File: src/hdl/sdz_div.sv
// Pipelined restoring divider, one quotient bit per stage.
// Needs in_rem < in_div; payload rides alongside.
`default_nettype none
module sdz_div #(
	parameter int DW = 17,
	parameter int QW = 16,
	parameter int PW = 1
) (
	input  wire logic          clk,
	input  wire logic          arst_n,
	input  wire logic          ce,
	input  wire logic          in_valid,
	input  wire logic [DW-1:0] in_rem,
	input  wire logic [QW-1:0] in_low,
	input  wire logic [DW-1:0] in_div,
	input  wire logic [PW-1:0] in_pay,
	output logic               out_valid,
	output logic [QW-1:0]      out_quo,
	output logic [PW-1:0]      out_pay
);

	logic          vld_s [0:QW];
	logic [DW-1:0] rem_s [0:QW];
	logic [QW-1:0] low_s [0:QW];
	logic [DW-1:0] div_s [0:QW];
	logic [QW-1:0] quo_s [0:QW];
	logic [PW-1:0] pay_s [0:QW];

	assign vld_s[0] = in_valid;
	assign rem_s[0] = in_rem;
	assign low_s[0] = in_low;
	assign div_s[0] = in_div;
	assign quo_s[0] = '0;
	assign pay_s[0] = in_pay;

	for (genvar i = 0; i < QW; i++) begin : g_stage
		logic [DW:0] shifted;
		logic [DW:0] diff;
		logic        ge;

		assign shifted = {rem_s[i], low_s[i][QW-1]};
		assign ge      = shifted >= {1'b0, div_s[i]};
		assign diff    = shifted - {1'b0, div_s[i]};

		always_ff @(posedge clk or negedge arst_n) begin
			if (!arst_n) begin
				vld_s[i+1] <= 1'b0;
			end else if (ce) begin
				vld_s[i+1] <= vld_s[i];
			end
		end

		always_ff @(posedge clk) begin
			if (ce) begin
				rem_s[i+1] <= ge ? diff[DW-1:0] : shifted[DW-1:0];
				low_s[i+1] <= low_s[i] << 1;
				div_s[i+1] <= div_s[i];
				quo_s[i+1] <= {quo_s[i][QW-2:0], ge};
				pay_s[i+1] <= pay_s[i];
			end
		end
	end

	assign out_valid = vld_s[QW];
	assign out_quo   = quo_s[QW];
	assign out_pay   = pay_s[QW];

endmodule
`default_nettype wire
File: config.mk
export PLATFORM = sky130hd
export DESIGN_NAME = sdz_div
export DESIGN_NICKNAME = d
export VERILOG_FILES = /design/src/hdl/sdz_div.sv
export SDC_FILE = /design/constraint.sdc
export NUM_CORES = 1
export LEC_CHECK = 0
export BUFFER_PORTS_ARGS = -buffer_cell sky130_fd_sc_hd__buf_2
export CAP_MARGIN = 20
export CORE_MARGIN = 10
export CORE_UTILIZATION = 55
export DETAILED_ROUTE_END_ITERATION = 12
export HOLD_SLACK_MARGIN = 0.1
export PLACE_DENSITY_LB_ADDON = 0.05
export RECOVER_POWER = 100
export SETUP_SLACK_MARGIN = 0.5
export SLEW_MARGIN = 10
export SYNTH_ARGS = -nofsm -noshare
export SYNTH_HDL_FRONTEND = slang
export SYNTH_SLANG_ARGS = --single-unit
File: constraint.sdc
create_clock -name clk -period 4.4 [get_ports clk]
set_input_delay 0.88 -clock clk [delete_from_list [all_inputs] [get_ports clk]]
set_output_delay 0.88 -clock clk [all_outputs]
set_load 0.005 [all_outputs]
# Yosys cells after proc, flatten, opt, wreduce, memory -nomap -nowiden
# Index checks and enable logic that the tools add are counted.
# W data, S select, Z words.
[totals] regBits=798 in_bits=55 output_inout_bits=18 wordCells=139
[classes] addsub=15 order_cmp=16 mux=15
[op_table] operator="$ge A18 B17 Y1" n=16
[op_table] operator="$mux W17" n=15
[op_table] operator="$sub A17 B17 Y17" n=15

# Logic depth before layout (Yosys ltp)
# Gate-level depths: netlist of run 1.
[logic_depth] word_depth=2 ltp_mapped=13 mapped_depth_nobuf=12

# Least setup slack after synthesis of run 1
# No wires, ideal clock.
[synth_timing] kind="reg-to-reg" start="reg low_s (netlist bit g_stage[8].shifted[0])" end="reg rem_s (netlist bit g_stage[9].shifted[10]), data pin" setup_time_ps=260 t_arrival_ps=2995 required_time_ps=4140 slack_ps=1144 stages_incl_launch_ff=14 n_path_buf=1 period_less_slack_ps=3256 cell_sequence="edfxtp_1 inv_1 ha_1 inv_1 fa_1 a211oi_2 nor2_1 or2_1 a41o_1 o21ai_2 a21oi_2 a2111oi_4 buf_6 mux2_4"
[synth_between] elab_chain_cells=2 elab_cells_between_ends=3 classes_between="add/sub: 1; order compare: 1; mux: 1"
[synth_rtl] item="start: declaration" line="24" text="logic [QW-1:0] low_s [0:QW];"
[synth_rtl] item="start signal: indexed assignment" line="56" text="low_s[i+1] <= low_s[i] << 1;"
[synth_rtl] item="$sub A17 B17 Y17 or $ge A18 B17 Y1 (tied branches)" line="43, 42"
[synth_rtl] item="$mux W17 (*)" line="55" text="rem_s[i+1] <= ge ? diff[DW-1:0] : shifted[DW-1:0];"
[synth_rtl] item="end signal: indexed assignment" line="55"
[synth_rtl] item="end: declaration" line="23" text="logic [DW-1:0] rem_s [0:QW];"
# Mark *: on every way between the ends. The rest lies on a longest branch, timed or not.
# A chain may end at the register's enable or synchronous reset.

# Worst setup path in the final report of run 1
[layout_timing] start="reg div_s[68] in the netlist's numbering" end="reg rem_s (netlist bit g_stage[13].shifted[8]), data pin"
[layout_between] elab_chain_cells=2 elab_cells_between_ends=3 classes_between="add/sub: 1; order compare: 1; mux: 1"
[layout_rtl] item="start: declaration" line="25" text="logic [DW-1:0] div_s [0:QW];"
[layout_rtl] item="start signal: indexed assignment" line="57" text="div_s[i+1] <= div_s[i];"
[layout_rtl] item="$sub A17 B17 Y17 or $ge A18 B17 Y1 (tied branches)" line="43, 42"
[layout_rtl] item="$mux W17 (*)" line="55"
# Marked as above.

==> summary.md, run 1 <==
| Metric | Value |
|---|---|
| Final Slew Violations | about 120 |
| Starting density of the core | a little under three fifths |
| Setup TNS | 0 ps |
| HPWL Detailed | ~57000 um |
| Synth async-reset ratio | 2.01% |
| Drt pass-1 iters | 5 |
| GRT Total Usage | about a fifth |
| Gpl congestion | 0.915 |
| Final Skew | ~16 ps |
| DR iter-0 viols | 1595 |
| EDFF count, synth | roughly 780 |
| Status | finished, violations left |
| CTS tree | built |
| Synth area leaders | edfxtp_1, ha_1, mux2_2 |
| Slowest cell on crit path | o31ai_2 |
| Failing checks | capacitance limit, slew limit |
| F_max | approximately 0.25 GHz |
| Min Tclk post-route | roughly 4000 ps |
| Cell with the most instances after synthesis | edfxtp_1 |
| Vias | 23600 |
| Share of post-route cells with drive strength above 1 | about an eighth |
| Hold Path Class | in -> async |
| Initial antenna violation count | 2 |
| Max_slew headroom | -43.6% |
| Total Power | approximately 30 mW |
| Via-to-Cell Ratio | 5.59 |
| Number of global-route vias before repair | between 20000 and 25000 |
| Critical Path Max Stage Delay | 1070 ps |
| Post-CTS resize count | 1 |
| WP data required | ~4800 ps |
| VDD IR-drop max | approximately 0.00043 V |
| Core ar. | just over 70000 sq um |
| Crit path cell chain | ha_1 -> inv_1 -> fa_1 -> a21oi_1 -> o21ai_1 -> o221ai_1 -> a211oi_1 -> o41ai_1 -> o31ai_2 -> mux2_2 |
| Leakage | about 18 nW |
| Die ar. | about 84000 sq um |
| Fin area | about 44000 sq um |
| Worst-path maximum fanout | 14 |
| Die H | roughly 290 um |
| Mapped Cells | 3049 |
| Number of buffers added on ports | between 70 and 80 |
| I/O pins | between 70 and 80 |
| Cell family with most CP delay | compound AO/OA/AOI/OAI gates |
| Postcts setup bufs | 0 |
| Yosys top cell area share | between 50% and 60% |
| Setup crit start kind | flip-flop |
| Actual slew at the worst max-slew pin | 2150 ps |
| Max-Cap Viols | 2 |
| Setup-failing EPs final | 0 |
| WL final | 78100 um |
| Reg clk slew, reported paths | 60 ps |
| Cts bufs inserted | 84 |
| Number of synthesized register bits | roughly 800 |
| Post-route DRC violation count | 0 |
| Detail Route Antenna Nets | 0 |
| Fin nets | around 3500 |
| Sink Count | between 700 and 800 |
| Syn_area_per_cell | 13.1 sq um |
| Synth Flop Type | edfxtp_1 |
| Crit path capture type | flip-flop |
| Worst path arrival time | about 4300 ps |
| Num rows | between 90 and 100 |
| Die width | approximately 290 um |
| Placed cells | ~4100 |
| Post-synth top area cell | edfxtp_1 |
| Dpl cell area | around 41000 sq um |
| First-pass GRT wire length | ~130000 um |
| Most instantiated cells after synthesis | edfxtp_1, inv_1, ha_1, a21oi_1, mux2_2 |
| Clock Latency Late Sink | 650 ps |
| P&R area growth vs syn | 10.6% |
| Largest net degree at the start of global routing | 110 |
| Critical R2R Launch | div_s[68]$_DFFE_PP_ |
| Wire per inst | around 19 um |
| GRT Residual Overflow | 0 |
| Post-Route Utilization | 61.5% |
| Mapped cell area | about 40000 sq um |
| Setup CP Type | reg -> reg |
| Hold Vio Cnt, Final | 0 |
| Final period util | 89.8% |
| Cts hold-fix bufs | 0 |
| Synth warn | 0 |
| Worst Path Buf+Inv | 1 |
| RSZ-0062 raised after global routing | false |
| Post-Syn Nets | 3391 |
| Synth cell types | 72 |
| Final std cells w/o fill | 4213 |
| PwrDens | 692 nW/um^2 |
| CP Launch Point | div_s[68]$_DFFE_PP_ |
| Clk root buf | clkbuf_16 |
| CTS H-tree depth | 3 |
| Maximum clock path buffer count | 3 |
| Sequential fraction of the synthesis area | about three fifths |
-- flip-flops by register name, summed over array words and instances, names as in the netlist --
signal / count
quo_s: 120
div_s: 255
out_pay: 1
vld_s: 15
out_quo: 16
out_valid: 1
g_stage.shifted: 270
pay_s: 15
low_s: 105
-- worst paths after layout --
path	cells after the start	to	slack [ps]
max in group asynchronous	1	vld_s[4]$_DFFE_PN0P_	3590
worst min-delay path	1	vld_s[3]$_DFFE_PN0P_	300
min in group clk	1	low_s[241]$_DFFE_PP_	410
worst max-delay path	10	g_stage[13].shifted[8]$_DFFE_PP_	450
worst max register to register	10	g_stage[13].shifted[8]$_DFFE_PP_	450
worst min register to register	0	low_s[93]$_DFFE_PP_	410
-- metal layers --
metal / vias up / global-route usage, % / share of wire, %
li1: 11600 / - / -
met1: 11500 / 26.4 / 47
met2: 404 / 30.2 / 47
met3: 110 / 3.31 / 4.1
met4: 2 / 4.42 / 1.8
met5: - / 0 / 0.017
-- cell usage in the layout, fill, tap and decap left out, types with 43 or more instances in the layout --
cell type    n
edfxtp_1   782
mux2_2     173
clkbuf_16   84
nand4_1     43
nand2_1    124
xor2_1      47
clkbuf_1    67
nor2_1     154
ha_1       272
xnor2_1    143
a21oi_1    220
o21ai_0    120
a21o_1      87
inv_1      354
-- where the power goes --
| group | internal, mW | total (mW) | switching (mW) |
|---|---|---|---|
| combinational | 5.57 | 11.7 | 6.11 |
| clock | 4.07 | 7.04 | 2.97 |
| sequential | 10.8 | 11.7 | 0.954 |
| total | 20.4 | 30.5 | 10.0 |
-- per-stage QoR --
stage | setup WS [ps] | hold slack (ps)
2_1_floorplan | 1140 | 400
3_3_place_gp | 496 | 400
3_5_place_dp | 484 | 405
4_1_cts | 543 | 101
5_1_grt | 257 | 327
6_report | 447 | 301
-- layout make-up --
| cell class | instances | area [sq um] |
|---|---|---|
| Fill cell | 5577 | 27600 |
| Clock inverter | 51 | 564 |
| Sequential cell | 798 | 23900 |
| Inverter | 354 | 1330 |
| Multi-Input combinational cell | 1851 | 14400 |
| Timing Repair Buffer | 106 | 528 |
| Tap cell | 950 | 1190 |
| Antenna cell | 1 | 2.50 |
| Clock buffer | 102 | 2200 |
-- cells by family (layout without fill, tap and decap cells) --
| kind of cell | Yosys count | after routing | synth area share (%) |
|---|---|---|---|
| adders and majority gates | 287 | 287 | 9.30 |
| AOI/OAI and AO/OA | 683 | 683 | 11.1 |
| and+or+nand+nor | 495 | 495 | 5.88 |
| buffers and inverters | 400 | 613 | 3.98 |
| DFF | 798 | 798 | 59.9 |
| muxes | 196 | 196 | 5.58 |
| xor gates and xnor gates | 190 | 190 | 4.18 |
| other | 0 | 1 | 0 |
(Power assumes the default switching activity.)
==> inputs of run 2 (changes only) <==
Settings changed: SETUP_SLACK_MARGIN 0.5 to not set.
==> summary.md, run 2 (same netlist as run 1, synthesis figures left out) <==
| Metric | Value |
|---|---|
| Status | finished, violations left |
| Failing checks | capacitance limit, slew limit |
| Vias | 23500 (-0.081%) |
| Worst path arrival time | 4390 ps (+50 ps) |
| Maximum clock path buffer count | 3 (unchanged) |
| DR top layer | met5 |
| Slowest cell on crit path | a211oi_1 |
| Most common cell on crit path | inv_1 |
| Reg2Reg Setup Slack | 390 ps (-60 ps) |
| First-pass GRT wire length | 126000 um (about the same) |
| Number of buffers added on ports | 72 (unchanged) |
| Hold Path Class | in -> async |
| Cts hold-fix bufs | 0 (unchanged) |
| WP data required | 4780 ps (about the same) |
| Setup CP Type | reg -> reg |
| Cell family with most CP delay | compound AO/OA/AOI/OAI gates |
| Post-CTS resize count | 0 (-1) |
| Min Tclk post-route | 4010 ps (+57.8 ps) |
| Setup-failing EPs final | 0 (unchanged) |
| F_max | 0.249 GHz (-1.4%) |
| I/O pins | 73 (unchanged) |
| WL met2 | 36700 um (-0.10%) |
| Worst-path maximum fanout | 14 (unchanged) |
| Die width | 289 um (unchanged) |
| Detail Route Antenna Nets | 0 (unchanged) |
| Largest net degree at the start of global routing | 110 (unchanged) |
| Clk root buf | clkbuf_16 |
| Crit path cell chain | inv_1 -> ha_1 -> inv_1 -> fa_1 -> a211o_1 -> o211ai_1 -> a21oi_1 -> a211oi_1 -> o31ai_1 -> a21boi_0 -> o21ai_2 -> clkbuf_2 -> mux2_2 |
| RSZ-0062 raised after global routing | false |
| Cts bufs inserted | 84 (unchanged) |
| HPWL Detailed | 57100 um (unchanged) |
| CTS tree | built |
| Die H | 289 um (unchanged) |
| WL met1 | 36500 um (-0.63%) |
| GRT Residual Overflow | 0 (unchanged) |
| Clock Latency Late Sink | 650 ps (about the same) |
| Max-Cap Viols | 2 (unchanged) |
| Max_slew headroom | -42.6% (+0.95 points) |
| Crit path capture type | flip-flop |
| Core ar. | 71600 sq um (unchanged) |
| Share of post-route cells with drive strength above 1 | 11.6% (-0.12 points) |
| WHS | 299 ps (-1.78 ps) |
| Setup TNS | 0 ps (unchanged) |
| PwrDens | 691 nW/um^2 (about the same) |
| Die ar. | 83600 sq um (unchanged) |
| P&R area growth vs syn | 10.5% (about the same) |
| CTS H-tree depth | 3 (unchanged) |
| Wire per inst | 18.5 um (about the same) |
| Most frequent cells in the layout | edfxtp_1, inv_1, ha_1 |
| Num rows | 98 (unchanged) |
| Worst Path Buf+Inv | 3 (+2) |
| Setup crit start kind | flip-flop |
| Via-to-Cell Ratio | 5.59 (about the same) |
| Number of flip-flops in the largest register | 270 (unchanged) |
| Hold Vio Cnt, Final | 0 (unchanged) |
| Sink Count | 798 (unchanged) |
| Leakage | 17.5 nW (about the same) |
| Actual slew at the worst max-slew pin | 2140 ps (-14.3 ps) |
| Final Skew | 16.1 ps (+0.0154 ps) |
| Reg2reg end | g_stage[4].shifted[11]$_DFFE_PP_ |
| Fin nets | 3537 (unchanged) |
| Most common cell after layout, fill and taps aside | edfxtp_1 |
| GRT Total Usage | 18.8% (about the same) |
| WL final | 78100 um (about the same) |
| Metal3 WL | 3360 um (+4.9%) |
| Final period util | 91.2% (+1.3 points) |
| Postcts setup bufs | 0 (unchanged) |
| Drt pass-1 iters | 5 (unchanged) |
| Initial antenna violation count | 2 (unchanged) |
| Gpl congestion | 0.915 (unchanged) |
| Critical R2R Launch | g_stage[3].shifted[0]$_DFFE_PP_ |
| Critical Path Max Stage Delay | 530 ps (-540 ps) |
| Number of global-route vias before repair | 23500 (-0.038%) |
| DR iter-0 viols | 1620 (+1.6%) |
| Final Slew Violations | 118 (unchanged) |
| Starting density of the core | 55.6% (unchanged) |
| VDD IR-drop max | 0.000434 V (about the same) |
| Post-route DRC violation count | 0 (unchanged) |
| R2R depth | 13 (+3) |
| Reg clk slew, reported paths | 60 ps (about the same) |
## run 2: changes by cell type in the layout (fill, tap and decap cells not counted), sizes merged
| cell | previous run | this run |
|---|---|---|
| clkbuf | 165 | 169 |
| buf | 43 | 39 |
## run 2: per-layer routing
| metal | vias up | global-route usage (%) |
|---|---|---|
| li1 | 11600 | - |
| met1 | 11400 | 26.4 |
| met4 | 2 | 4.50 |
| met2 | 439 | 30.2 |
| met3 | 112 | 3.33 |
| met5 | - | 0 |
## run 2: worst max path at each step
stage	startpoint	to	cells after the start
2_1_floorplan	g_stage[8].shifted[0]$_DFFE_PP_	g_stage[9].shifted[10]$_DFFE_PP_	13
3_3_place_gp	div_s[221]$_DFFE_PP_	g_stage[4].shifted[4]$_DFFE_PP_	11
3_5_place_dp	div_s[221]$_DFFE_PP_	g_stage[4].shifted[3]$_DFFE_PP_	11
4_1_cts	g_stage[3].shifted[0]$_DFFE_PP_	g_stage[4].shifted[11]$_DFFE_PP_	12
5_1_grt	g_stage[5].shifted[0]$_DFFE_PP_	g_stage[6].shifted[10]$_DFFE_PP_	13
6_report	g_stage[3].shifted[0]$_DFFE_PP_	g_stage[4].shifted[11]$_DFFE_PP_	13
## run 2: power by group
| part | internal (mW) | switching, mW | total [mW] |
|---|---|---|---|
| Clock | 4.07 | 2.97 | 7.04 |
| Combinational | 5.54 | 6.09 | 11.6 |
| Sequential | 10.8 | 0.951 | 11.7 |
## run 2: final cells by class
type,count,area (sq um)
fillers,5580,27600
flip-flops and latches,798,23900
multi-input cells,1851,14300
clock buffers,102,2200
inverters,354,1330
well taps,950,1190
clock inverters,51,564
repair buffers,106,508
diodes,1,2.50
## run 2: worst register-to-register path, stage by stage, from the launching register on
cell	delay, ps
edfxtp_1	360
inv_1	80
ha_1	150
inv_1	50
fa_1	410
a211o_1	290
o211ai_1	150
a21oi_1	200
a211oi_1	530
o31ai_1	250
a21boi_0	380
o21ai_2	180
clkbuf_2	340
mux2_2	380
## run 2: stage by stage
step	instances	power [mW]	instance area [sq um]	utilization, %	setup WS, ps
2_1_floorplan	3049	20.7	39800	-	1140
3_3_place_gp	4057	23.3	41500	57.9	496
3_5_place_dp	4057	23.5	41500	57.9	484
4_1_cts	4210	30.8	44300	61.8	455
5_1_grt	4212	32.5	44000	61.5	169
6_report	4213	30.4	44000	61.5	389
