## src/hdl/sdz_sqrt.sv

```systemverilog
// Pipelined integer square root, one root bit per stage.
// Depends on nothing; payload rides alongside the radicand.
`default_nettype none
module sdz_sqrt #(
	parameter int RW = 17,
	parameter int PW = 1
) (
	input  wire logic              clk,
	input  wire logic              arst_n,
	input  wire logic              ce,
	input  wire logic              in_valid,
	input  wire logic [2*RW-1:0]   in_rad,
	input  wire logic [PW-1:0]     in_pay,
	output logic                   out_valid,
	output logic [RW-1:0]          out_root,
	output logic [PW-1:0]          out_pay
);

	logic              vld_s  [0:RW];
	logic [RW+1:0]     rem_s  [0:RW];
	logic [2*RW-1:0]   rad_s  [0:RW];
	logic [RW-1:0]     root_s [0:RW];
	logic [PW-1:0]     pay_s  [0:RW];

	assign vld_s[0]  = in_valid;
	assign rem_s[0]  = '0;
	assign rad_s[0]  = in_rad;
	assign root_s[0] = '0;
	assign pay_s[0]  = in_pay;

	for (genvar i = 0; i < RW; i++) begin : g_stage
		logic [RW+3:0] shifted;
		logic [RW+3:0] trial;
		logic          ge;
		logic [RW+3:0] diff;

		assign shifted = {rem_s[i], rad_s[i][2*RW-1 -: 2]};
		assign trial   = {2'b00, root_s[i], 2'b01};
		assign ge      = shifted >= trial;
		assign diff    = shifted - trial;

		always_ff @(posedge clk or negedge arst_n) begin
			if (!arst_n) begin
				vld_s[i+1] <= 1'b0;
			end else if (ce) begin
				vld_s[i+1] <= vld_s[i];
			end
		end

		always_ff @(posedge clk) begin
			if (ce) begin
				rem_s[i+1]  <= ge ? diff[RW+1:0] : shifted[RW+1:0];
				rad_s[i+1]  <= {rad_s[i][2*RW-3:0], 2'b00};
				root_s[i+1] <= {root_s[i][RW-2:0], ge};
				pay_s[i+1]  <= pay_s[i];
			end
		end
	end

	assign out_valid = vld_s[RW];
	assign out_root  = root_s[RW];
	assign out_pay   = pay_s[RW];

endmodule
`default_nettype wire

```

## config.mk

```make
export PLATFORM = sky130hd
export DESIGN_NAME = sdz_sqrt
export DESIGN_NICKNAME = d
export VERILOG_FILES = /design/src/hdl/sdz_sqrt.sv
export SDC_FILE = /design/constraint.sdc
export NUM_CORES = 1
export LEC_CHECK = 0
export BUFFER_PORTS_ARGS = -buffer_cell sky130_fd_sc_hd__clkbuf_2
export CORE_MARGIN = 2
export CORE_UTILIZATION = 65
export DETAILED_ROUTE_END_ITERATION = 6
export GPL_ROUTABILITY_DRIVEN = 0
export PLACE_DENSITY = 0.82
export SYNTH_ARGS = -nofsm -noshare
export SYNTH_HDL_FRONTEND = slang
export SYNTH_SLANG_ARGS = --single-unit
```

## constraint.sdc

```tcl
create_clock -name clk -period 4.2 [get_ports clk]
set_clock_uncertainty 0.05 [all_clocks]
set_input_delay 0.42 -clock clk [delete_from_list [all_inputs] [get_ports clk]]
set_output_delay 0.42 -clock clk [all_outputs]
set_load 0.05 [all_outputs]
```

### Word-level counts from Yosys, hierarchy flattened

Cells that the tools add are included.

* bits in writable memories: 0
* input bits: 39
* memories kept: 0
* output and inout bits: 19
* ROM bits: 0
* bits in latches: 0
* register bits after elaboration: 747
* logic and storage cells: 133

* magnitude comparators: 17
* muxes and demuxes: 16
* shift operators: 0
* bitwise gates (word level): 0
* equality and inequality tests: 0
* divide/modulo/power cells: 0
* $mul: 0
* $add $sub $neg: 16
* reduce and logical (&&, ||, !) cells: 0

Operators with widths (number)
* $mux 19: 15
* $ge 21x10->1: 1
* $ge 21x11->1: 1
* $ge 21x12->1: 1
* $ge 21x13->1: 1
* $ge 21x14->1: 1
* $ge 21x15->1: 1
* $ge 21x16->1: 1
* $ge 21x17->1: 1
* $ge 21x18->1: 1
* $ge 21x3->1: 1
* $ge 21x4->1: 1
* $ge 21x5->1: 1
* $ge 21x6->1: 1
* $ge 21x7->1: 1
* $ge 21x8->1: 1
* $ge 21x9->1: 1
* $sub 19x10->19: 1
* $sub 19x11->19: 1
* $sub 19x12->19: 1
* $sub 19x13->19: 1
* $sub 19x14->19: 1
* $sub 19x15->19: 1
* $sub 19x16->19: 1
* 11 further kinds: 11

### Logic depth before layout (Yosys ltp)

Gate-level depths: netlist of run 1.

* depth in word-level cells: 2
* gate-level depth with buffers: 12
* gate-level depth less buffers: 11

### Worst setup path after synthesis of run 1

OpenSTA, ideal clock, no wires.

* kind: register to register
* from: register rem_s, in the netlist g_stage[13].shifted[7]
* to: register rem_s, in the netlist g_stage[14].shifted[16] (data pin)
* path buffers: 2
* library setup time: 260 ps
* cell stages (with the launch flop): 11
* path slack: 1493 ps
* arrival time: 2396 ps
* period minus slack after synthesis: 2707 ps
* path through: edfxtp_1 > ha_1 > clkbuf_1 > and3_1 > a41o_1 > a311o_1 > o21a_1 > a21oi_1 > buf_4 > inv_2 > mux2_4

* word-level cells in the longest chain between the ends: 2

RTL lines
* start, declared: RTL line 20 `logic [RW+1:0] rem_s [0:RW];`
* start signal, assigned by index: RTL line 52 `rem_s[i+1] <= ge ? diff[RW+1:0] : shifted[RW+1:0];`
* $ge 21x15->1: RTL line 39 `assign ge = shifted >= trial;`
* net g_stage[13].ge: RTL line 34 `logic ge;`
* $mux 19: RTL line 52

The timed path passes the listed nets, and every way through them passes these cells.
A chain may end at the register's enable or synchronous reset.

### Final worst setup path of run 1

* from: register rem_s, in the netlist g_stage[14].shifted[6]
* to: register rem_s, in the netlist g_stage[15].shifted[9] (data pin)

* word-level cells in the longest chain between the ends: 2

RTL lines (RTL line)
* $ge 21x16->1: 39
* net g_stage[14].ge: 34
* $mux 19: 52

The timed path passes the listed nets, and every way through them passes these cells.

==> results.sh, run 1 <==
export IMPL_power_uw=18900
export IMPL_core_mm2=0.0514
export IMPL_worst_slew_pin_transition_ns=1.20
export IMPL_clk_latency_ns=0.63
export IMPL_synth_top_area_share=0.642
export IMPL_ys_warn_count=0
export IMPL_status="complete, but fails checks"
export IMPL_grt_max_degree=114
export IMPL_port_buffers=57
export IMPL_cp_data_arrival_time_ns=3.68
export IMPL_ys_async_sr_fraction=0.0229
export IMPL_post_cts_buffers=0
export IMPL_drv_slew=0
export IMPL_stdcell_count=3433
export IMPL_period_needed_ns=3.37
export IMPL_seqPwrFrac=0.513
export IMPL_start_util=0.658
export IMPL_post_route_drc_count=1
export IMPL_setup_tns_final_ns=0
export IMPL_synthCells=2546
export IMPL_setup_viol_count_final=0
export IMPL_ir_drop_v=0.000503
export IMPL_power_density_mw_per_mm2=501
export IMPL_p_int_uw=13900
export IMPL_rsz0062_at_grt="no"
export IMPL_grt_pass1_vias=20600
export IMPL_synth_area_leaders="edfxtp_1 64%, ha_1 6.3%, xor2_1 2.8%, xnor2_1 2.7%, a21oi_1 2.4%"
export IMPL_viasPerCell=5.97
export IMPL_wl_per_cell_um=18.1
export IMPL_syn_num_nets=2756
export IMPL_hold_viol_final=0
export IMPL_dp_hpwl_mm=41.1
export IMPL_fp_row_count=83
export IMPL_power_switching_uw=4990
export IMPL_setup_ws_ns=0.830
export IMPL_synthToLayoutAreaGrowth_pct=11.4
export IMPL_ys_types=85
export IMPL_antenna_found_initial=0
export IMPL_mostFrequentLayoutCell="edfxtp_1"
export IMPL_wirelength_mm=62.2
export IMPL_slowest_delay_ns=0.46
export IMPL_drtPass1Iterations=7
export IMPL_synth_area_leader_cell="edfxtp_1"
export IMPL_finalCritPeriodShare=0.802
export IMPL_slew_headroom=0.180
export IMPL_fmax_ghz=0.297
export IMPL_p_leak_uw=0.0145
export IMPL_syn_cell_area_mm2=0.0338
export IMPL_grt_use_total=0.234
export IMPL_cts_buffers=74
export IMPL_power_frac_clock=0.330
export IMPL_syn_avg_cell_area_um2=13.3
export IMPL_vias=20500
export IMPL_cts_hold_fix_buffers=36
export IMPL_hp_class="in -> reg"
export IMPL_clkSinkCount=741
export IMPL_critPathRequiredTime_ns=4.51
export IMPL_mostFrequentLayoutCells="724 x edfxtp_1, 204 x inv_1, 179 x nor2_1, 171 x ha_1, 162 x nand2_1"
export IMPL_pin_count=58
export IMPL_maxCapViolations=0
export IMPL_dieArea_mm2=0.0539
export IMPL_critPathSlowestCell="a2111oi_0"
export IMPL_dp_cells=3264
export IMPL_dp_slack_ns=0.924
export IMPL_layout_drive_gt1_share=0.0839
export IMPL_diodes=0
export IMPL_drt_iter0_markers=2100
export IMPL_synth_edff_count=724
export IMPL_end_kind="register"
export IMPL_die_w_um=232
export IMPL_swShare=0.264
export IMPL_clk_pin_slew_worst_paths_ns=0.06
export IMPL_cts_tree="built"
export IMPL_failed_checks="design-rule violations"
export IMPL_cts_resized=0
export IMPL_drtAntennaViolNets=0
export IMPL_critical_path_class="reg -> reg"
export IMPL_cp_max_fo=13
export IMPL_p_comb_frac=0.157
export IMPL_crit_chain="ha_1, a2111oi_0, o21ai_0, a211oi_1, nor2_1, nor2_2, inv_1, mux2_2"
export IMPL_die_y_um=232
export IMPL_grt_pass1_wl_mm=101
export IMPL_cp_start_kind="register"
export IMPL_ys_ff_latch=741
export IMPL_synth_seq_area_share=0.655
export IMPL_holdWs_ns=0.0468
export IMPL_grt_overflow=0
export IMPL_htree_levels=3
export IMPL_synth_main_ff_cell="edfxtp_1"
export IMPL_clock_root_buffer="clkbuf_16"
export IMPL_nets=2906
export IMPL_fill_cells=3050
export IMPL_clk_path_buf_depth=3
[worst max-delay path: cells and delay by family (launching register included)]
family | cells | cell delay (ns)
AO/OA/AOI/OAI | 3 | 1.07
adder cells (fa/ha/maj) | 1 | 0.41
buffers and inverters | 1 | 0.25
flip-flops | 1 | 0.40
multiplexers | 1 | 0.34
AND/OR/NAND/NOR | 2 | 0.59
[worst paths after layout]
| kind | from | endpoint | slack, ns | cells after the start |
|---|---|---|---|---|
| hold reg to reg | rad_s[196]$_DFFE_PP_ | rad_s[164]$_DFFE_PP_ | 0.36 | 0 |
| min in group asynchronous | arst_n | vld_s[9]$_DFFE_PN0P_ | 0.23 | 2 |
| hold / removal | in_rad[32] | g_stage[1].trial[2]$_DFFE_PP_ | 0.05 | 2 |
| setup reg to reg | g_stage[14].shifted[6]$_DFFE_PP_ | g_stage[15].shifted[9]$_DFFE_PP_ | 0.83 | 8 |
| max in group asynchronous | arst_n | vld_s[6]$_DFFE_PN0P_ | 3.57 | 2 |
| setup / recovery | g_stage[14].shifted[6]$_DFFE_PP_ | g_stage[15].shifted[9]$_DFFE_PP_ | 0.83 | 8 |
[cell usage after synthesis, drive strengths merged, types with 14 or more instances]
cell type,number
nor4,35
a21o,29
clkbuf,22
edfxtp,724
a21oi,159
o21a,35
dfrtp,17
nor2b,17
buf,14
nor3,66
a211oi,26
nor2,181
o21ai,122
nand3,40
o211ai,19
mux2,39
nand2b,38
or4,17
inv,205
ha,171
nand2,162
xor2,110
nand4,23
or3,20
xnor2,103
[state kept, by name, indices dropped and copies added, names as in the netlist]
name and flops:
out_pay 1, out_valid 1, g_stage.shifted 314, pay_s 16
g_stage.trial 136, rad_s 240, vld_s 16, out_root 17
[stage by stage]
stage	cell area (um^2)	utilization
global placement	35000	0.682
CTS	37700	0.734
finish	37700	0.734
floorplan	33800	-
global route	37700	0.734
detailed placement	35000	0.682
[kinds of logic (layout without fill, tap and decap cells)]
kind of cell	after synthesis	after routing	share of synthesized area
other cells	1	1	0.000111
xor+xnor	213	213	0.0551
flops	741	741	0.655
mux	48	48	0.0159
buf+inv	242	449	0.0279
simple gates	644	644	0.0923
compound gates	486	486	0.0906
fa+ha+maj	171	171	0.0632
[cell type report]
type	instances	area, um^2	share of cell area
flip-flops and latches	741	22200	0.588
multi-input cells	1563	10700	0.285
clock buffers	91	1920	0.0508
repair buffers	110	871	0.0231
well taps	680	851	0.0226
inverters	206	773	0.0205
clock inverters	42	384	0.0102
[power groups by stage]
stage | Sequential (uW) | Combinational (uW) | Clock, uW
global placement | 9760 | 2680 | 0
CTS | 9670 | 2920 | 6340
detailed placement | 9800 | 2850 | 0
global route | 9760 | 3280 | 6640
finish | 9680 | 2960 | 6230
floorplan | 9660 | 2080 | 0
[per-layer routing]
layer	up-vias	track usage	wire [um]
li1	9753	-	-
met1	9798	0.293	24700
met2	795	0.406	31700
met5	-	0	0
met4	0	0.0962	2000
met3	161	0.0411	3820
(Power assumes the default switching activity.)
==> inputs of run 2 (changes only) <==
Settings changed: CORE_UTILIZATION 65 to 57, PLACE_DENSITY 0.82 to 0.76.
Clock period 4.2 ns to 2.7 ns, I/O delays scaled along.
==> run 2 against run 1 <==
Net effect: the run now ends clean; die area increased by 14%; core utilization down 5.3 points; sequential power grew 55%; register-to-register slack got worse by 0.79 ns; final cell count rose by 8.6%; maximum frequency is 27% higher; critical endpoint is now g_stage[16].shifted[8]$_DFFE_PP_; largest cell class unchanged.
==> results.sh, run 2 (synthesis results as in run 1) <==
export IMPL_viasPerCell=5.69
export IMPL_status="complete, no violations"
export IMPL_clk_path_buf_depth=3
export IMPL_clkSinkCount=741
export IMPL_grt_overflow=0
export IMPL_diodes=0
export IMPL_clock_root_buffer="clkbuf_16"
export IMPL_critPathRequiredTime_ns=3.03
export IMPL_maxCapViolations=0
export IMPL_r2r_start="g_stage[15].shifted[8]$_DFFE_PP_"
export IMPL_port_buffers=57
export IMPL_die_w_um=248
export IMPL_mostFrequentLayoutCell="edfxtp_1"
export IMPL_wl_per_cell_um=17.1
export IMPL_clk_pin_slew_worst_paths_ns=0.06
export IMPL_largest_reg_flops=314
export IMPL_slowest_delay_ns=0.43
export IMPL_drt_iter0_markers=1716
export IMPL_grt_use_total=0.207
export IMPL_cp_max_fo=6
export IMPL_cp_data_arrival_time_ns=2.99
export IMPL_dp_hpwl_mm=43.1
export IMPL_p_comb_frac=0.173
export IMPL_cts_tree="built"
export IMPL_critPathTopFamily="compound AO/OA/AOI/OAI gates"
export IMPL_rr_worst_depth=8
export IMPL_htree_levels=3
export IMPL_grt_pass1_wl_mm=102
export IMPL_fp_row_count=89
export IMPL_worst_slew_pin_transition_ns=0.596
export IMPL_dieArea_mm2=0.0613
export IMPL_power_density_mw_per_mm2=767
export IMPL_die_y_um=248
export IMPL_seqPwrFrac=0.489
export IMPL_power_switching_uw=8030
export IMPL_r2r_end="g_stage[16].shifted[8]$_DFFE_PP_"
export IMPL_grt_pass1_vias=20900
export IMPL_drtAntennaViolNets=0
export IMPL_synthToLayoutAreaGrowth_pct=18.5
export IMPL_path_buf_inv=2
export IMPL_crit_chain="ha_2, o211ai_1, nor2_2, a41oi_2, buf_4, o211ai_1, buf_4, mux2_2"
export IMPL_start_util=0.575
export IMPL_cts_buffers=77
export IMPL_p_leak_uw=0.0156
export IMPL_vias=21200
export IMPL_fmax_ghz=0.376
export IMPL_critical_path_class="reg -> reg"
export IMPL_hold_viol_final=0
export IMPL_p_int_uw=22700
export IMPL_slew_headroom=0.600
export IMPL_clk_latency_ns=0.63
export IMPL_power_frac_clock=0.338
export IMPL_antenna_found_initial=0
export IMPL_core_mm2=0.0589
export IMPL_holdWs_ns=0.0468
export IMPL_wirelength_mm=63.8
export IMPL_drtPass1Iterations=6
export IMPL_reg2reg_slack_ns=0.04
export IMPL_finalCritPeriodShare=0.984
export IMPL_setup_tns_final_ns=0
export IMPL_power_uw=30800
export IMPL_setup_viol_count_final=0
export IMPL_period_needed_ns=2.66
export IMPL_cp_start_kind="register"
export IMPL_mostFrequentLayoutCells="724 x edfxtp_1, 204 x inv_1, 191 x buf_4, 175 x nor2_1, 159 x nand2_1"
export IMPL_grt_max_degree=90
export IMPL_startpoint="g_stage[15].shifted[8]$_DFFE_PP_"
export IMPL_critPathSlowestCell="edfxtp_1"
export IMPL_ir_drop_v=0.000703
export IMPL_layout_drive_gt1_share=0.172
export IMPL_pin_count=58
export IMPL_drv_slew=0
export IMPL_end_kind="register"
export IMPL_swShare=0.261
export IMPL_nets=3104
export IMPL_hp_class="in -> async"
export IMPL_post_route_drc_count=0
-- run 2: power groups by stage --
stage	clock, uW	combinational, uW	sequential (uW)
2_1_floorplan	0	3240	15000
3_3_place_gp	0	4670	15200
3_5_place_dp	0	4900	15200
4_1_cts	10600	5030	15000
5_1_grt	11100	5880	15200
6_report	10400	5330	15000
-- run 2: layer usage --
layer | vias to the layer above | track usage | part of all wire
li1 | 10200 | - | -
met1 | 10300 | 0.264 | 0.42
met2 | 626 | 0.359 | 0.50
met3 | 121 | 0.0328 | 0.055
met4 | 0 | 0.0736 | 0.024
met5 | - | 0 | 0
-- run 2: worst max path at each step --
| stage | end | slack [ns] | cells after the start |
|---|---|---|---|
| after global routing | g_stage[16].shifted[8]$_DFFE_PP_ | -0.05 | 9 |
| after floorplan | g_stage[14].shifted[16]$_DFFE_PP_ | 0.009 | 10 |
| after CTS | g_stage[14].shifted[16]$_DFFE_PP_ | -0.01 | 9 |
| final | g_stage[16].shifted[8]$_DFFE_PP_ | 0.04 | 8 |
| after global placement | g_stage[15].shifted[12]$_DFFE_PP_ | -0.07 | 12 |
| after detailed placement | g_stage[12].shifted[16]$_DFFE_PP_ | -0.14 | 8 |
-- run 2: final cells by class --
class                           instances  area [um^2]
Inverter                              206          773
Tap cell                              773          967
Timing Repair Buffer                  305         2430
Clock buffer                          101         2060
Clock inverter                         40          458
Sequential cell                       741        22200
Fill cell                            3824        18800
Multi-Input combinational cell       1563        11200
-- run 2: through the flow --
step	setup WS, ns	instances	area, um^2	utilization
detailed placement	-0.143	3514	36400	0.618
global route	-0.0504	3729	40100	0.681
finish	0.0423	3729	40100	0.681
floorplan	0.00863	2546	33800	-
global placement	-0.0720	3514	36400	0.618
CTS	-0.0112	3696	39400	0.669
-- run 2: what timing repair did --
| action | CTS | global route |
|---|---|---|
| cloned | 0 | 3 |
| resized for setup | 19 | 82 |
| hold buffers | 39 | 0 |
| setup endpoints to repair | 32 | 120 |
| pin swaps | 2 | 31 |
| buffers inserted | 2 | 30 |
| hold endpoints to repair | 83 | 0 |
-- run 2: worst reg2reg max path, delay by kind of cell (launching register included) --
kind | cells | cell delay, ns
flops | 1 | 0.43
buf+inv | 2 | 0.42
mux | 1 | 0.35
compound gates | 3 | 0.54
fa+ha+maj | 1 | 0.43
simple gates | 1 | 0.19
==> inputs of run 3 (changes only) <==
--- a/config.mk
+++ b/config.mk
@@ -8,3 +8,2 @@
 export BUFFER_PORTS_ARGS = -buffer_cell sky130_fd_sc_hd__clkbuf_2
-export CORE_MARGIN = 2
 export CORE_UTILIZATION = 57
@@ -12,3 +11,3 @@
 export GPL_ROUTABILITY_DRIVEN = 0
-export PLACE_DENSITY = 0.76
+export PLACE_DENSITY_LB_ADDON = 0.05
 export SYNTH_ARGS = -nofsm -noshare
--- a/constraint.sdc
+++ b/constraint.sdc
@@ -4,2 +4,2 @@
 set_output_delay 0.27 -clock clk [all_outputs]
-set_load 0.05 [all_outputs]
+set_load 0.1 [all_outputs]
==> run 3 against run 2 <==
Net effect: non-clock buffer count shrank 26; combinational power shrank 2%; global-route usage is essentially flat; core utilization grew 0.87 points; sequential cell count is the same; register-to-register slack gained 0.02 ns; wire length shrank 2.8%; largest cell class unchanged; sequential share of layout area is essentially flat; largest power group unchanged; first-iteration DRC count shrank 27%.
==> results.sh, run 3 (synthesis results as in run 1) <==
export IMPL_status="complete, no violations"
export IMPL_end_kind="register"
export IMPL_final_cell_area_mm2=0.0401
export IMPL_cp_start_kind="register"
export IMPL_reg2reg_slack_ns=0.06
export IMPL_clk_pin_slew_worst_paths_ns=0.06
export IMPL_multi_input_area_mm2=0.0113
export IMPL_critical_path_class="reg -> reg"
export IMPL_critPathTopFamily="compound AO/OA/AOI/OAI gates"
export IMPL_pin_count=58
export IMPL_grt_overflow=0
export IMPL_slew_headroom=0.365
export IMPL_power_density_mw_per_mm2=767
export IMPL_critPathSlowestCell="edfxtp_1"
export IMPL_mostFrequentLayoutCell="edfxtp_1"
export IMPL_r2r_start="g_stage[13].shifted[7]$_DFFE_PP_"
export IMPL_largest_reg_flops=314
export IMPL_clk_path_buf_depth=3
export IMPL_hold_viol_final=0
export IMPL_nets=3079
export IMPL_worst_slew_pin_transition_ns=0.944
export IMPL_ir_drop_v=0.000795
export IMPL_r2r_end="g_stage[14].shifted[16]$_DFFE_PP_"
export IMPL_dp_slack_ns=-0.196
export IMPL_port_buffers=57
export IMPL_path_buf_inv=2
export IMPL_period_needed_ns=2.64
export IMPL_clk_latency_ns=0.64
export IMPL_dp_hpwl_mm=43.6
export IMPL_cts_buffers=78
export IMPL_fin_util=0.689
export IMPL_setup_ws_ns=0.0646
export IMPL_grt_max_degree=87
export IMPL_post_route_drc_count=0
export IMPL_fill_cells=4061
export IMPL_fmax_ghz=0.379
export IMPL_placed_area_mm2=0.0364
export IMPL_grt_use_total=0.207
export IMPL_startpoint="g_stage[13].shifted[7]$_DFFE_PP_"
export IMPL_synthToLayoutAreaGrowth_pct=18.4
export IMPL_clkSinkCount=741
export IMPL_viasPerCell=5.58
export IMPL_seq_area_mm2=0.0222
export IMPL_maxCapViolations=0
export IMPL_dieArea_mm2=0.0604
export IMPL_cts_tree="built"
export IMPL_wl_per_cell_um=16.8
export IMPL_setup_viol_count_final=0
export IMPL_rsz0062_at_grt="yes"
export IMPL_crit_chain="ha_1, and3_1, a41o_1, a311o_1, o21a_1, a21oi_2, buf_6, inv_2, mux2_4"
export IMPL_antenna_found_initial=0
export IMPL_wirelength_mm=62.0
export IMPL_grt_pass1_wl_mm=100
export IMPL_drt_iter0_markers=1254
export IMPL_p_leak_uw=0.0156
export IMPL_critPathRequiredTime_ns=3.04
export IMPL_fp_row_count=88
export IMPL_cp_data_arrival_time_ns=2.97
export IMPL_cp_max_fo=4
export IMPL_mostFrequentLayoutCells="724 x edfxtp_1, 202 x inv_1, 175 x nor2_1, 161 x ha_1, 160 x nand2_1"
export IMPL_diodes=0
export IMPL_drv_slew=0
export IMPL_drtPass1Iterations=5
export IMPL_die_y_um=246
export IMPL_start_util=0.582
export IMPL_grt_pass1_vias=20600
export IMPL_clock_root_buffer="clkbuf_16"
export IMPL_vias=20600
export IMPL_core_mm2=0.0581
export IMPL_slowest_delay_ns=0.40
export IMPL_finalCritPeriodShare=0.976
export IMPL_die_w_um=246
export IMPL_htree_levels=3
export IMPL_hp_class="in -> async"
export IMPL_drtAntennaViolNets=0
export IMPL_layout_drive_gt1_share=0.169
export IMPL_rr_worst_depth=9
run 3: final cells by class:
type,count,area share
sequential,741,0.553
multi-input combinational,1563,0.282
timing repair buffer,279,0.0583
clock buffer,96,0.0511
tap,765,0.0239
inverter,206,0.0193
clock inverter,45,0.0125
run 3: timing repair:
action                                  CTS  global route
gates resized for setup                  23            92
buffers inserted                          1            13
pin swaps                                 8            31
endpoints found under the setup margin   52           135
endpoints found under the hold margin    78             0
hold buffers                             39             0
cloned                                    0             2
run 3: worst register-to-register path, stage by stage (launching register included):
cell      delay, ns
edfxtp_1       0.40
ha_1           0.32
and3_1         0.19
a41o_1         0.20
a311o_1        0.33
o21a_1         0.24
a21oi_2        0.17
buf_6          0.14
inv_2          0.05
mux2_4         0.28
run 3: routing by layer:
layer  routed length, um  global-route usage  vias up
met4                1790              0.0725        0
met1               27200               0.271     9877
met2               30100               0.345      489
met5                   0                   0        -
met3                2980              0.0394      146
li1                    -                   -    10100
run 3: stage by stage:
stage	TNS, ns	power [uW]	hold WS, ns	instances
global route	-0.234	32100	0.0594	3695
finish	0	30700	0.0421	3695
detailed placement	-3.22	20100	0.171	3499
floorplan	0	18300	-0.0756	2546
global placement	-0.455	19900	0.155	3499
CTS	0	30700	0.0189	3680
run 3: worst max path at each step:
stage                                        end  depth (start not counted)
3_5_place_dp    g_stage[13].shifted[8]$_DFFE_PP_                          9
4_1_cts        g_stage[14].shifted[20]$_DFFE_PP_                         10
3_3_place_gp   g_stage[14].shifted[16]$_DFFE_PP_                          9
5_1_grt         g_stage[15].shifted[9]$_DFFE_PP_                          9
2_1_floorplan  g_stage[14].shifted[16]$_DFFE_PP_                         10
6_report       g_stage[14].shifted[16]$_DFFE_PP_                          9
run 3: report_power, final:
part	internal (uW)	switching, uW	total (uW)
Clock	6040	4400	10400
Combinational	2370	2870	5240
Sequential	14300	791	15100
Total	22700	8050	30700
